==> src/rtl/tmd_pkg.sv <==
// Package for the trapezoid membership degree block.
// Holds the configuration register indexes, the result mode type and the default width.
// No dependencies.
package tmd_pkg;

	localparam int unsigned DATA_WIDTH_DEF = 16;
	localparam int unsigned CFG_INDEX_W = 2;

	typedef enum logic [CFG_INDEX_W-1:0] {
		REG_EDGE_LEFT         = 2'd0,
		REG_EDGE_CENTER_LEFT  = 2'd1,
		REG_EDGE_CENTER_RIGHT = 2'd2,
		REG_EDGE_RIGHT        = 2'd3
	} cfg_reg_t;

	// How the final degree is formed once the item leaves the divider.
	typedef enum logic [1:0] {
		MODE_ZERO  = 2'd0,
		MODE_ONE   = 2'd1,
		MODE_RATIO = 2'd2
	} deg_mode_t;

endpackage

==> src/rtl/trapezoid_membership_degree.sv <==
// Top level of the trapezoid membership degree block: region decode, pipelined divider, output.
// Depends on tmd_pkg (register indexes, result mode type, default width).
//
//   channel   direction  handshake                 payload
//   in        to block   in_valid / in_stall       sample  (signed, DATA_WIDTH bits)
//   out       from block out_valid / out_stall     degree  (unsigned, DATA_WIDTH bits)
//   cfg       to block   cfg_we                    cfg_index, cfg_data
//
// One item is accepted per clock cycle while in_stall is low. An item passes one decode
// stage, DATA_WIDTH restoring divider stages that each resolve one quotient bit, and the
// output register. The divider stages set the latency; throughput is one item per cycle
// unless stalled. arst_n clears every valid bit and loads the breakpoints with their
// reset values. Each stage holds its item only while the stage ahead is full and cannot move,
// so empty stages close up behind a stalled output and no item is lost or repeated.
module trapezoid_membership_degree #(
	parameter int unsigned DATA_WIDTH = tmd_pkg::DATA_WIDTH_DEF
) (
	input  logic                                clk,
	input  logic                                arst_n,

	input  logic                                cfg_we,
	input  logic [tmd_pkg::CFG_INDEX_W-1:0]     cfg_index,
	input  logic [DATA_WIDTH-1:0]               cfg_data,

	input  logic                                in_valid,
	output logic                                in_stall,
	input  logic signed [DATA_WIDTH-1:0]        sample,

	output logic                                out_valid,
	input  logic                                out_stall,
	output logic [DATA_WIDTH-1:0]               degree
);

	import tmd_pkg::*;

	localparam int unsigned W = DATA_WIDTH;
	localparam int unsigned NDIV = DATA_WIDTH;

	// Unity in the degree format, and the breakpoint reset values derived from it.
	localparam logic [W-1:0] ONE_VAL = {1'b1, {(W-1){1'b0}}};
	localparam logic [W-1:0] RST_LEFT = {1'b1, {(W-1){1'b0}}};
	localparam logic [W-1:0] RST_CENTER_LEFT = {2'b11, {(W-2){1'b0}}};
	localparam logic [W-1:0] RST_CENTER_RIGHT = {2'b01, {(W-2){1'b0}}};
	localparam logic [W-1:0] RST_RIGHT = {1'b0, {(W-1){1'b1}}};

	// Breakpoint registers.
	logic signed [W-1:0] edge_left_q;
	logic signed [W-1:0] edge_center_left_q;
	logic signed [W-1:0] edge_center_right_q;
	logic signed [W-1:0] edge_right_q;

	always_ff @(posedge clk or negedge arst_n) begin
		if (!arst_n) begin
			edge_left_q         <= RST_LEFT;
			edge_center_left_q  <= RST_CENTER_LEFT;
			edge_center_right_q <= RST_CENTER_RIGHT;
			edge_right_q        <= RST_RIGHT;
		end else if (cfg_we) begin
			unique case (cfg_reg_t'(cfg_index))
				REG_EDGE_LEFT:         edge_left_q         <= cfg_data;
				REG_EDGE_CENTER_LEFT:  edge_center_left_q  <= cfg_data;
				REG_EDGE_CENTER_RIGHT: edge_center_right_q <= cfg_data;
				REG_EDGE_RIGHT:        edge_right_q        <= cfg_data;
				default: ;
			endcase
		end
	end

	// Pipeline state.
	logic            v_s1;
	logic [W-1:0]    num_s1;
	logic [W-1:0]    den_s1;
	deg_mode_t       mode_s1;

	logic [NDIV-1:0] dv_s;
	logic [W:0]      dp_s [NDIV];
	logic [W-1:0]    dq_s [NDIV];
	logic [W-1:0]    dd_s [NDIV];
	deg_mode_t       dm_s [NDIV];

	logic            out_v_q;
	logic [W-1:0]    degree_q;

	// Ready chain: a stage may load when it is empty or the stage ahead is loading too.
	logic            rdy_out;
	logic [NDIV-1:0] drdy;
	logic            rdy_s1;

	always_comb begin
		rdy_out = !out_v_q || !out_stall;
		drdy[NDIV-1] = !dv_s[NDIV-1] || rdy_out;
		for (int k = NDIV - 2; k >= 0; k--) begin
			drdy[k] = !dv_s[k] || drdy[k+1];
		end
		rdy_s1 = !v_s1 || drdy[0];
	end

	assign in_stall = !rdy_s1;

	// Decode stage: locate the sample against the breakpoints and pick the edge to divide.
	logic signed [W:0] x_ext, l_ext, cl_ext, cr_ext, r_ext;
	logic signed [W:0] rise_num, rise_den, fall_num, fall_den;
	logic              l_eq_cl, cr_eq_r;
	logic              use_rise;
	deg_mode_t         mode_d;

	assign x_ext  = {sample[W-1], sample};
	assign l_ext  = {edge_left_q[W-1], edge_left_q};
	assign cl_ext = {edge_center_left_q[W-1], edge_center_left_q};
	assign cr_ext = {edge_center_right_q[W-1], edge_center_right_q};
	assign r_ext  = {edge_right_q[W-1], edge_right_q};

	assign rise_num = x_ext - l_ext;
	assign rise_den = cl_ext - l_ext;
	assign fall_num = r_ext - x_ext;
	assign fall_den = r_ext - cr_ext;

	assign l_eq_cl = (edge_left_q == edge_center_left_q);
	assign cr_eq_r = (edge_center_right_q == edge_right_q);

	always_comb begin
		mode_d = MODE_ZERO;
		use_rise = 1'b0;
		if (l_eq_cl && !cr_eq_r) begin
			// Left shoulder: flat from the left edge, falling toward the right edge.
			if (sample >= edge_left_q && sample <= edge_center_right_q) begin
				mode_d = MODE_ONE;
			end else if (sample >= edge_center_right_q && sample < edge_right_q) begin
				mode_d = MODE_RATIO;
			end
		end else if (cr_eq_r && !l_eq_cl) begin
			// Right shoulder: rising from the left edge, flat to the right edge.
			if (sample >= edge_center_left_q && sample <= edge_right_q) begin
				mode_d = MODE_ONE;
			end else if (sample > edge_left_q && sample <= edge_center_left_q) begin
				mode_d = MODE_RATIO;
				use_rise = 1'b1;
			end
		end else if (l_eq_cl && cr_eq_r) begin
			// Both edges vertical: a rectangle.
			if (sample >= edge_left_q && sample <= edge_right_q) begin
				mode_d = MODE_ONE;
			end
		end else begin
			if (sample < edge_left_q || sample >= edge_right_q) begin
				mode_d = MODE_ZERO;
			end else if (sample < edge_center_left_q) begin
				mode_d = MODE_RATIO;
				use_rise = 1'b1;
			end else if (sample < edge_center_right_q) begin
				mode_d = MODE_ONE;
			end else begin
				mode_d = MODE_RATIO;
			end
		end
	end

	// Any difference that a ratio degree uses is non-negative and below 2^W, so W bits hold it.
	always_ff @(posedge clk or negedge arst_n) begin
		if (!arst_n) begin
			v_s1 <= 1'b0;
		end else if (rdy_s1) begin
			v_s1 <= in_valid;
		end
	end

	always_ff @(posedge clk) begin
		if (rdy_s1 && in_valid) begin
			mode_s1 <= mode_d;
			num_s1  <= use_rise ? rise_num[W-1:0] : fall_num[W-1:0];
			den_s1  <= use_rise ? rise_den[W-1:0] : fall_den[W-1:0];
		end
	end

	// Restoring divider for num * 2^(W-1) / den with num <= den. Each stage compares the
	// partial remainder with the divisor, resolves one quotient bit from the top down, and
	// passes the doubled remainder on.
	for (genvar k = 0; k < NDIV; k++) begin : g_div
		logic         v_in;
		logic [W:0]   p_in;
		logic [W-1:0] q_in;
		logic [W-1:0] d_in;
		deg_mode_t    m_in;
		logic         ge;
		logic [W:0]   rem;

		if (k == 0) begin : g_first
			assign v_in = v_s1;
			assign p_in = {1'b0, num_s1};
			assign q_in = '0;
			assign d_in = den_s1;
			assign m_in = mode_s1;
		end else begin : g_next
			assign v_in = dv_s[k-1];
			assign p_in = dp_s[k-1];
			assign q_in = dq_s[k-1];
			assign d_in = dd_s[k-1];
			assign m_in = dm_s[k-1];
		end

		assign ge  = (p_in >= {1'b0, d_in});
		assign rem = ge ? (p_in - {1'b0, d_in}) : p_in;

		always_ff @(posedge clk or negedge arst_n) begin
			if (!arst_n) begin
				dv_s[k] <= 1'b0;
			end else if (drdy[k]) begin
				dv_s[k] <= v_in;
			end
		end

		always_ff @(posedge clk) begin
			if (drdy[k] && v_in) begin
				dp_s[k] <= {rem[W-1:0], 1'b0};
				dq_s[k] <= {q_in[W-2:0], ge};
				dd_s[k] <= d_in;
				dm_s[k] <= m_in;
			end
		end
	end

	// Output register.
	logic [W-1:0] degree_d;

	always_comb begin
		case (dm_s[NDIV-1])
			MODE_ONE:   degree_d = ONE_VAL;
			MODE_RATIO: degree_d = dq_s[NDIV-1];
			default:    degree_d = '0;
		endcase
	end

	always_ff @(posedge clk or negedge arst_n) begin
		if (!arst_n) begin
			out_v_q <= 1'b0;
		end else if (rdy_out) begin
			out_v_q <= dv_s[NDIV-1];
		end
	end

	always_ff @(posedge clk) begin
		if (rdy_out && dv_s[NDIV-1]) begin
			degree_q <= degree_d;
		end
	end

	assign out_valid = out_v_q;
	assign degree = degree_q;

endmodule

==> config.mk <==
export PLATFORM = sky130hd
export DESIGN_NAME = trapezoid_membership_degree
export DESIGN_NICKNAME = d
export VERILOG_FILES = /design/src/rtl/tmd_pkg.sv /design/src/rtl/trapezoid_membership_degree.sv
export SDC_FILE = /design/constraint.sdc
export NUM_CORES = 1
export LEC_CHECK = 0
export BUFFER_PORTS_ARGS = -buffer_cell sky130_fd_sc_hd__buf_2
export CAP_MARGIN = 20
export CORE_MARGIN = 5
export CORE_UTILIZATION = 55
export CTS_BUF_LIST = sky130_fd_sc_hd__clkbuf_8 sky130_fd_sc_hd__clkbuf_16
export CTS_CLUSTER_DIAMETER = 80
export DETAILED_ROUTE_END_ITERATION = 12
export PLACE_DENSITY = 0.73
export SYNTH_ARGS = -nofsm -noshare
export SYNTH_HDL_FRONTEND = slang
export SYNTH_SLANG_ARGS = --single-unit
==> constraint.sdc <==
create_clock -name clk -period 4 [get_ports clk]
set_clock_uncertainty 0.05 [all_clocks]
set_input_delay 0.6 -clock clk [delete_from_list [all_inputs] [get_ports clk]]
set_output_delay 0.6 -clock clk [all_outputs]
set_load 0.01 [all_outputs]
==> results.sh, run 1 <==
export IMPL_coreArea_mm2=0.0787
export IMPL_holdWs_ns=0.143
export IMPL_die_x_um=291
export IMPL_port_buffers=56
export IMPL_tightest_slew_ns=1.01
export IMPL_reg2reg_depth=12
export IMPL_grt_total_usage=0.214
export IMPL_clk_latency_ns=0.65
export IMPL_grt_pass1_wl_um=148000
export IMPL_multi_input_area_mm2=0.0188
export IMPL_worstHoldStart="in_valid"
export IMPL_critPathCaptureType="output port"
export IMPL_overflow=0
export IMPL_worstReg2RegStart="edge_left_q[0]"
export IMPL_swShare=0.364
export IMPL_slew_limit_headroom=0.322
export IMPL_min_period_ns=3.59
export IMPL_rr_endpoint="num_s1[1]"
export IMPL_path_cells="nand4_1 -> nor2_1 -> nand2_1 -> nor2_1 -> buf_4 -> nand2_1 -> nor2_1 -> nand3_1 -> inv_1 -> buf_2"
export IMPL_crit_top_cell="nor2_1"
export IMPL_path_clk_slew_ns=0.06
export IMPL_synthArstFlopShare=0.105
export IMPL_p_seq_frac=0.352
export IMPL_die_h_um=291
export IMPL_firstDrtPassIters=5
export IMPL_gp_congestion=0.887
export IMPL_holdPathStages=2
export IMPL_cts_setup_buffers=0
export IMPL_synth_nets=4097
export IMPL_post_place_ws_ns=0.185
export IMPL_outcome="finished, final reports clean"
export IMPL_drt_wl_total_um=92200
export IMPL_finalSetupViolCount=0
export IMPL_syn_avg_cell_area_um2=11.8
export IMPL_start_util=0.553
export IMPL_cts_buffers=83
export IMPL_regArea_mm2=0.0230
export IMPL_drv_cap=0
export IMPL_slowest_delay_ns=0.41
export IMPL_rows=103
export IMPL_cts_sinks=780
export IMPL_r2r_slack_ns=0.54
export IMPL_dp_hpwl_um=68800
export IMPL_synth_cell_area_mm2=0.0435
export IMPL_critPathArrivalTime_ns=2.94
export IMPL_finalHoldViolations=0
export IMPL_grt_max_degree=65
export IMPL_min_path_type="in -> reg"
export IMPL_worstSetupStartpoint="out_valid"
export IMPL_critPathRequiredTime_ns=3.35
export IMPL_worst_slack_ns=0.414
export IMPL_clock_path_buffers=3
export IMPL_yosys_most_used_dff="edfxtp_1"
export IMPL_rsz0062_at_grt="no"
export IMPL_power_density_mw_per_mm2=836
export IMPL_synth_enable_flop_cells=698
export IMPL_vias=28240
export IMPL_synthCells=3688
export IMPL_ant_nets=0
export IMPL_p_leak_uw=0.0202
export IMPL_peakVddDrop_mv=0.511
export IMPL_cts_resized=0
export IMPL_setup_tns_ns=0
export IMPL_critical_path_startpoint_type="register"
export IMPL_totalPowerFinal_uw=40300
export IMPL_routed_via_density=5.71
export IMPL_drc=0
export IMPL_ys_seq_area_frac=0.529
export IMPL_ios=57
export IMPL_drv_slew=0
export IMPL_diodes=0
export IMPL_drive_gt1_frac=0.139
export IMPL_combPwrFrac=0.453
export IMPL_die_area_mm2=0.0848
export IMPL_worstSetupPathType="reg -> out"
export IMPL_wl_per_cell_um=18.6
export IMPL_drt_iter0_drc=2354
export IMPL_p_clk_frac=0.195
export IMPL_layout_nets=4243
export IMPL_power_internal_uw=25600
export IMPL_cts_hold_buf=1
export IMPL_synth_distinct_cells=82
export IMPL_finalCritPeriodShare=0.897
export IMPL_root_buffer="clkbuf_16"
export IMPL_antenna_found_initial=0
export IMPL_net_switching_power_uw=14700
export IMPL_worstHoldEndpoint="g_div[0].v_in"
export IMPL_ys_seq_elements=780
export IMPL_timing_fmax_mhz=279
export IMPL_h_tree_depth=3
export IMPL_syn_to_final_growth_pct=10.8
export IMPL_cts_tree="yes"
export IMPL_path_max_fanout=5
export IMPL_cpMaxStageDelayCell="dfrtp_1"
export IMPL_grt_pass1_vias=27717
export IMPL_yosys_warnings=0
export IMPL_fillCellCount=6131
logic make-up (layout without fill, tap and decap cells):
kind of cell	Yosys count	after routing	synth area share
AO/OA/AOI/OAI	729	729	0.113
XOR/XNOR	186	186	0.0374
adder cells (fa/ha/maj)	370	370	0.110
buffers and inverters	466	678	0.0417
flip-flops	780	780	0.529
multiplexers	248	248	0.0638
AND/OR/NAND/NOR	909	909	0.105
power groups by stage:
| stage | clock (µW) | combinational (µW) | sequential [µW] |
|---|---|---|---|
| detailed placement | 0 | 17900 | 14300 |
| finish | 7860 | 18300 | 14200 |
| floorplan | 0 | 14300 | 13600 |
| CTS | 8030 | 18200 | 14200 |
| global placement | 0 | 17600 | 14300 |
| global route | 8390 | 20300 | 14400 |
synthesized netlist by cell type (20+ instances only):
| cell | number | area share |
|---|---|---|
| a211oi_1 | 24 | 0.0041 |
| nor2b_1 | 76 | 0.011 |
| mux2_2 | 192 | 0.050 |
| dfrtp_1 | 63 | 0.036 |
| xnor2_1 | 124 | 0.025 |
| o21ai_0 | 137 | 0.016 |
| nand4_1 | 63 | 0.0091 |
| nor2_1 | 228 | 0.020 |
| nor3_1 | 82 | 0.0094 |
| a21oi_1 | 182 | 0.021 |
| nand3_1 | 61 | 0.0070 |
| xor2_1 | 62 | 0.012 |
| edfxtp_1 | 698 | 0.48 |
| inv_1 | 429 | 0.037 |
| nand2b_1 | 49 | 0.0070 |
| ha_1 | 351 | 0.10 |
| nand2_1 | 178 | 0.015 |
| or3_1 | 27 | 0.0039 |
| and3_1 | 27 | 0.0039 |
| nor4_1 | 22 | 0.0032 |
| o2111ai_1 | 20 | 0.0040 |
| mux2i_1 | 45 | 0.010 |
| a21o_1 | 87 | 0.015 |
| or2_2 | 26 | 0.0037 |
| o31ai_1 | 22 | 0.0038 |
| and2_1 | 37 | 0.0053 |
| o21a_1 | 64 | 0.011 |
stage by stage:
| stage | util | area (µm²) | std cells |
|---|---|---|---|
| 6_report | 0.612 | 48200 | 4950 |
| 5_1_grt | 0.612 | 48200 | 4950 |
| 4_1_cts | 0.612 | 48200 | 4948 |
| 3_5_place_dp | 0.575 | 45300 | 4796 |
| 3_3_place_gp | 0.575 | 45300 | 4796 |
| 2_1_floorplan | - | 43500 | 3688 |
cell type report:
class	instances	share of cell area
Timing Repair Buffer	98	0.0132
Multi-Input combinational cell	2442	0.389
Clock inverter	61	0.0141
Inverter	429	0.0334
Tap cell	1050	0.0272
Sequential cell	780	0.478
Clock buffer	90	0.0451
worst max-delay path, delay by kind of cell, from the launching register on:
family	cells	cell delay [ns]
simple gates	7	1.44
buf+inv	3	0.43
flops	1	0.41
per-layer routing:
metal / global-route usage / vias up / routed length [µm]
li1: - / 13818 / -
met1: 0.293 / 13574 / 41200
met2: 0.356 / 663 / 44000
met3: 0.0235 / 185 / 3730
met4: 0.0796 / 0 / 3280
met5: 0 / - / 0
worst max path at each step:
stage | end | slack [ns]
2_1_floorplan | dd_s[6][0] | 0.48
3_3_place_gp | num_s1[1] | 0.20
3_5_place_dp | num_s1[1] | 0.19
4_1_cts | in_stall | 0.37
5_1_grt | in_stall | 0.18
6_report | in_stall | 0.41
cell usage in the layout, fill, tap and decap left out, types with 39 or more instances in the layout:
cell type,count
buf_2,55
a21o_1,87
nand2b_1,49
clkbuf_16,83
ha_1,351
nor2b_1,71
dfrtp_1,63
buf_4,39
edfxtp_1,698
a21oi_1,180
nor3_1,82
mux2i_1,45
nand4_1,63
nand2_1,178
o21a_1,64
nand3_1,61
o21ai_0,136
xnor2_1,124
xor2_1,62
nor2_1,227
inv_1,442
mux2_2,192
flip-flops by register name, indices dropped and copies added (netlist names), 2 cells and up:
| name | flops |
|---|---|
| dd_s | 240 |
| dp_s | 240 |
| dq_s | 136 |
| dm_s | 32 |
| degree | 16 |
| den_s1 | 16 |
| edge_center_left_q | 16 |
| edge_center_right_q | 16 |
| edge_left_q | 16 |
| edge_right_q | 16 |
| g_div.v_in | 16 |
| num_s1 | 16 |
| g_div.m_in | 2 |
No activity file was read; power rests on OpenSTA's default activity.
==> run 2, diff against run 1 <==
Settings changed: ABC_AREA set to 1, PLACE_DENSITY 0.73 to 0.8.
==> run 2 against run 1 <==
Die area is 1.6% lower. Largest power group unchanged. First-iteration DRC count shrank 1.4%. Flip-flop and latch count unchanged. Routed wire length down 1.9%. Critical path depth is 1 higher. Sequential share of layout area is 1.0 points higher. Largest cell class unchanged. Via count increased by 5.9%.
==> results.sh, run 2 <==
export IMPL_outcome="finished, final reports clean"
export IMPL_slowest_delay_ns=0.39
export IMPL_yosys_most_used_dff="edfxtp_1"
export IMPL_synth_cell_area_mm2=0.0428
export IMPL_cts_buffers=81
export IMPL_rows=102
export IMPL_yosysMostFrequentCell="nand2_1"
export IMPL_layout_nets=4813
export IMPL_h_tree_depth=3
export IMPL_ys_seq_area_frac=0.538
export IMPL_setup_tns_ns=0
export IMPL_path_max_fanout=5
export IMPL_critPathArrivalTime_ns=3.10
export IMPL_r2r_slack_ns=0.97
export IMPL_path_clk_slew_ns=0.06
export IMPL_vias=29916
export IMPL_antenna_found_initial=0
export IMPL_yosys_warnings=0
export IMPL_drt_iter0_drc=2320
export IMPL_synth_distinct_cells=49
export IMPL_finalSetupViolCount=0
export IMPL_die_x_um=289
export IMPL_largestRegisters="dd_s x240, dp_s x240, dq_s x136"
export IMPL_layout_common_cells="1006 x nand2_1, 698 x edfxtp_1, 606 x inv_1, 351 x ha_1, 265 x o21ai_0"
export IMPL_cts_hold_buf=0
export IMPL_min_path_type="in -> async"
export IMPL_slew_limit_headroom=0.366
export IMPL_dp_hpwl_um=68100
export IMPL_firstDrtPassIters=5
export IMPL_cpMaxStageDelayCell="dfrtp_1"
export IMPL_timing_fmax_mhz=266
export IMPL_min_period_ns=3.75
export IMPL_grt_pass1_wl_um=147000
export IMPL_synthArstFlopShare=0.105
export IMPL_synth_area_leaders="edfxtp_1 49%, ha_1 10%, nand2_1 8.8%, inv_1 5.2%, dfrtp_1 3.7%"
export IMPL_ys_seq_elements=780
export IMPL_crit_buf_inv=2
export IMPL_totalPowerFinal_uw=40700
export IMPL_gp_congestion=0.937
export IMPL_start_util=0.553
export IMPL_drv_slew=0
export IMPL_synth_top_cells_by_count="1006 x nand2_1, 698 x edfxtp_1, 593 x inv_1, 351 x ha_1, 265 x o21ai_0"
export IMPL_critPathRequiredTime_ns=3.35
export IMPL_critical_path_startpoint_type="register"
export IMPL_root_buffer="clkbuf_16"
export IMPL_syn_avg_cell_area_um2=9.97
export IMPL_port_buffers=56
export IMPL_rr_endpoint="den_s1[1]"
export IMPL_grt_max_degree=67
export IMPL_tightest_slew_ns=0.951
export IMPL_overflow=0
export IMPL_final_common_cell="nand2_1"
export IMPL_cpLargestDelayFamily="simple AND/OR/NAND/NOR gates"
export IMPL_reg2reg_depth=12
export IMPL_routed_via_density=5.43
export IMPL_cts_tree="yes"
export IMPL_critPathCaptureType="output port"
export IMPL_finalHoldViolations=0
export IMPL_p_leak_uw=0.0215
export IMPL_placed_area_mm2=0.0443
export IMPL_worstSetupPathType="reg -> out"
export IMPL_synthCells=4290
export IMPL_coreArea_mm2=0.0773
export IMPL_crit_top_cell="nor2_2"
export IMPL_finalCritPeriodShare=0.939
export IMPL_rsz0062_at_grt="no"
export IMPL_synth_nets=4699
export IMPL_ant_nets=0
export IMPL_finalInstanceArea_mm2=0.0472
export IMPL_grt_pass1_vias=29592
export IMPL_grt_total_usage=0.217
export IMPL_path_cells="nand3_2 -> nor2_2 -> nand4_1 -> nor2_2 -> nand4_2 -> nor2_2 -> nand4_2 -> nor2_4 -> nand4_1 -> inv_1 -> buf_2"
export IMPL_worstReg2RegStart="out_valid"
export IMPL_peakVddDrop_mv=0.442
export IMPL_wl_per_cell_um=16.4
export IMPL_clk_latency_ns=0.65
export IMPL_drc=0
export IMPL_power_density_mw_per_mm2=862
export IMPL_post_synth_top_area_cell="edfxtp_1"
export IMPL_drv_cap=0
export IMPL_synth_top_area_share=0.490
export IMPL_ios=57
export IMPL_die_area_mm2=0.0835
export IMPL_synth_enable_flop_cells=698
export IMPL_clock_path_buffers=3
export IMPL_syn_to_final_growth_pct=10.3
export IMPL_die_h_um=289
export IMPL_cts_sinks=780
export IMPL_drive_gt1_frac=0.0665
export IMPL_drt_wl_total_um=90500
## run 2: worst max-delay path by stage
stage | from | end | slack, ns | cells past startpoint
after detailed placement | out_stall | in_stall | 0.39 | 12
after CTS | out_valid | in_stall | 0.05 | 11
final | out_valid | in_stall | 0.25 | 11
after global placement | out_stall | in_stall | 0.48 | 12
after floorplan | out_stall | dd_s[1][0] | 0.55 | 9
after global routing | out_valid | in_stall | 0.01 | 11
## run 2: kinds of logic (layout without fill, tap and decap cells)
kind of cell    after synthesis  count (layout)  share of synthesized area
buf+inv                     666             845                     0.0604
other cells                   0               1                          0
compound gates              671             671                     0.0877
flops                       780             780                      0.538
xor+xnor                    236             236                     0.0483
fa+ha+maj                   370             370                      0.112
simple gates               1567            1567                      0.154
## run 2: where the power goes
part | switching, µW | leakage (µW) | internal, µW
Sequential | 1600 | 0.00781 | 13400
Clock | 3170 | 0.00136 | 4330
Combinational | 11500 | 0.0123 | 6730
Total | 16200 | 0.0215 | 24500
## run 2: per-stage QoR
step           worst slack (ns)  hold slack, ns  instances  utilization
2_1_floorplan             0.548           0.254       4290            -
3_3_place_gp              0.482           0.351       5352        0.573
3_5_place_dp              0.391           0.355       5352        0.573
4_1_cts                  0.0471          0.0513       5500        0.608
5_1_grt                  0.0106          0.0950       5509        0.610
6_report                  0.245          0.0498       5510        0.610
## run 2: layer usage
metal  track usage  share of wire  up-vias
li1              -              -    14849
met1         0.257           0.40    14008
met2         0.400           0.52      809
met3        0.0285          0.043      250
met4        0.0865          0.042        0
met5             0              0        -
## run 2: timing repair
item,in CTS,in global routing
gates resized for setup,0,1
setup buffers,0,2
setup endpoints to repair,0,1
## run 2: area by class of cell
| cell class | count | area, µm² |
|---|---|---|
| Fill cell | 6078 | 30100 |
| Sequential cell | 780 | 23000 |
| Multi-Input combinational cell | 2844 | 17300 |
| Inverter | 605 | 2270 |
| Clock buffer | 89 | 2140 |
| Tap cell | 1040 | 1300 |
| Timing Repair Buffer | 92 | 646 |
| Clock inverter | 59 | 551 |
| Antenna cell | 1 | 2.50 |
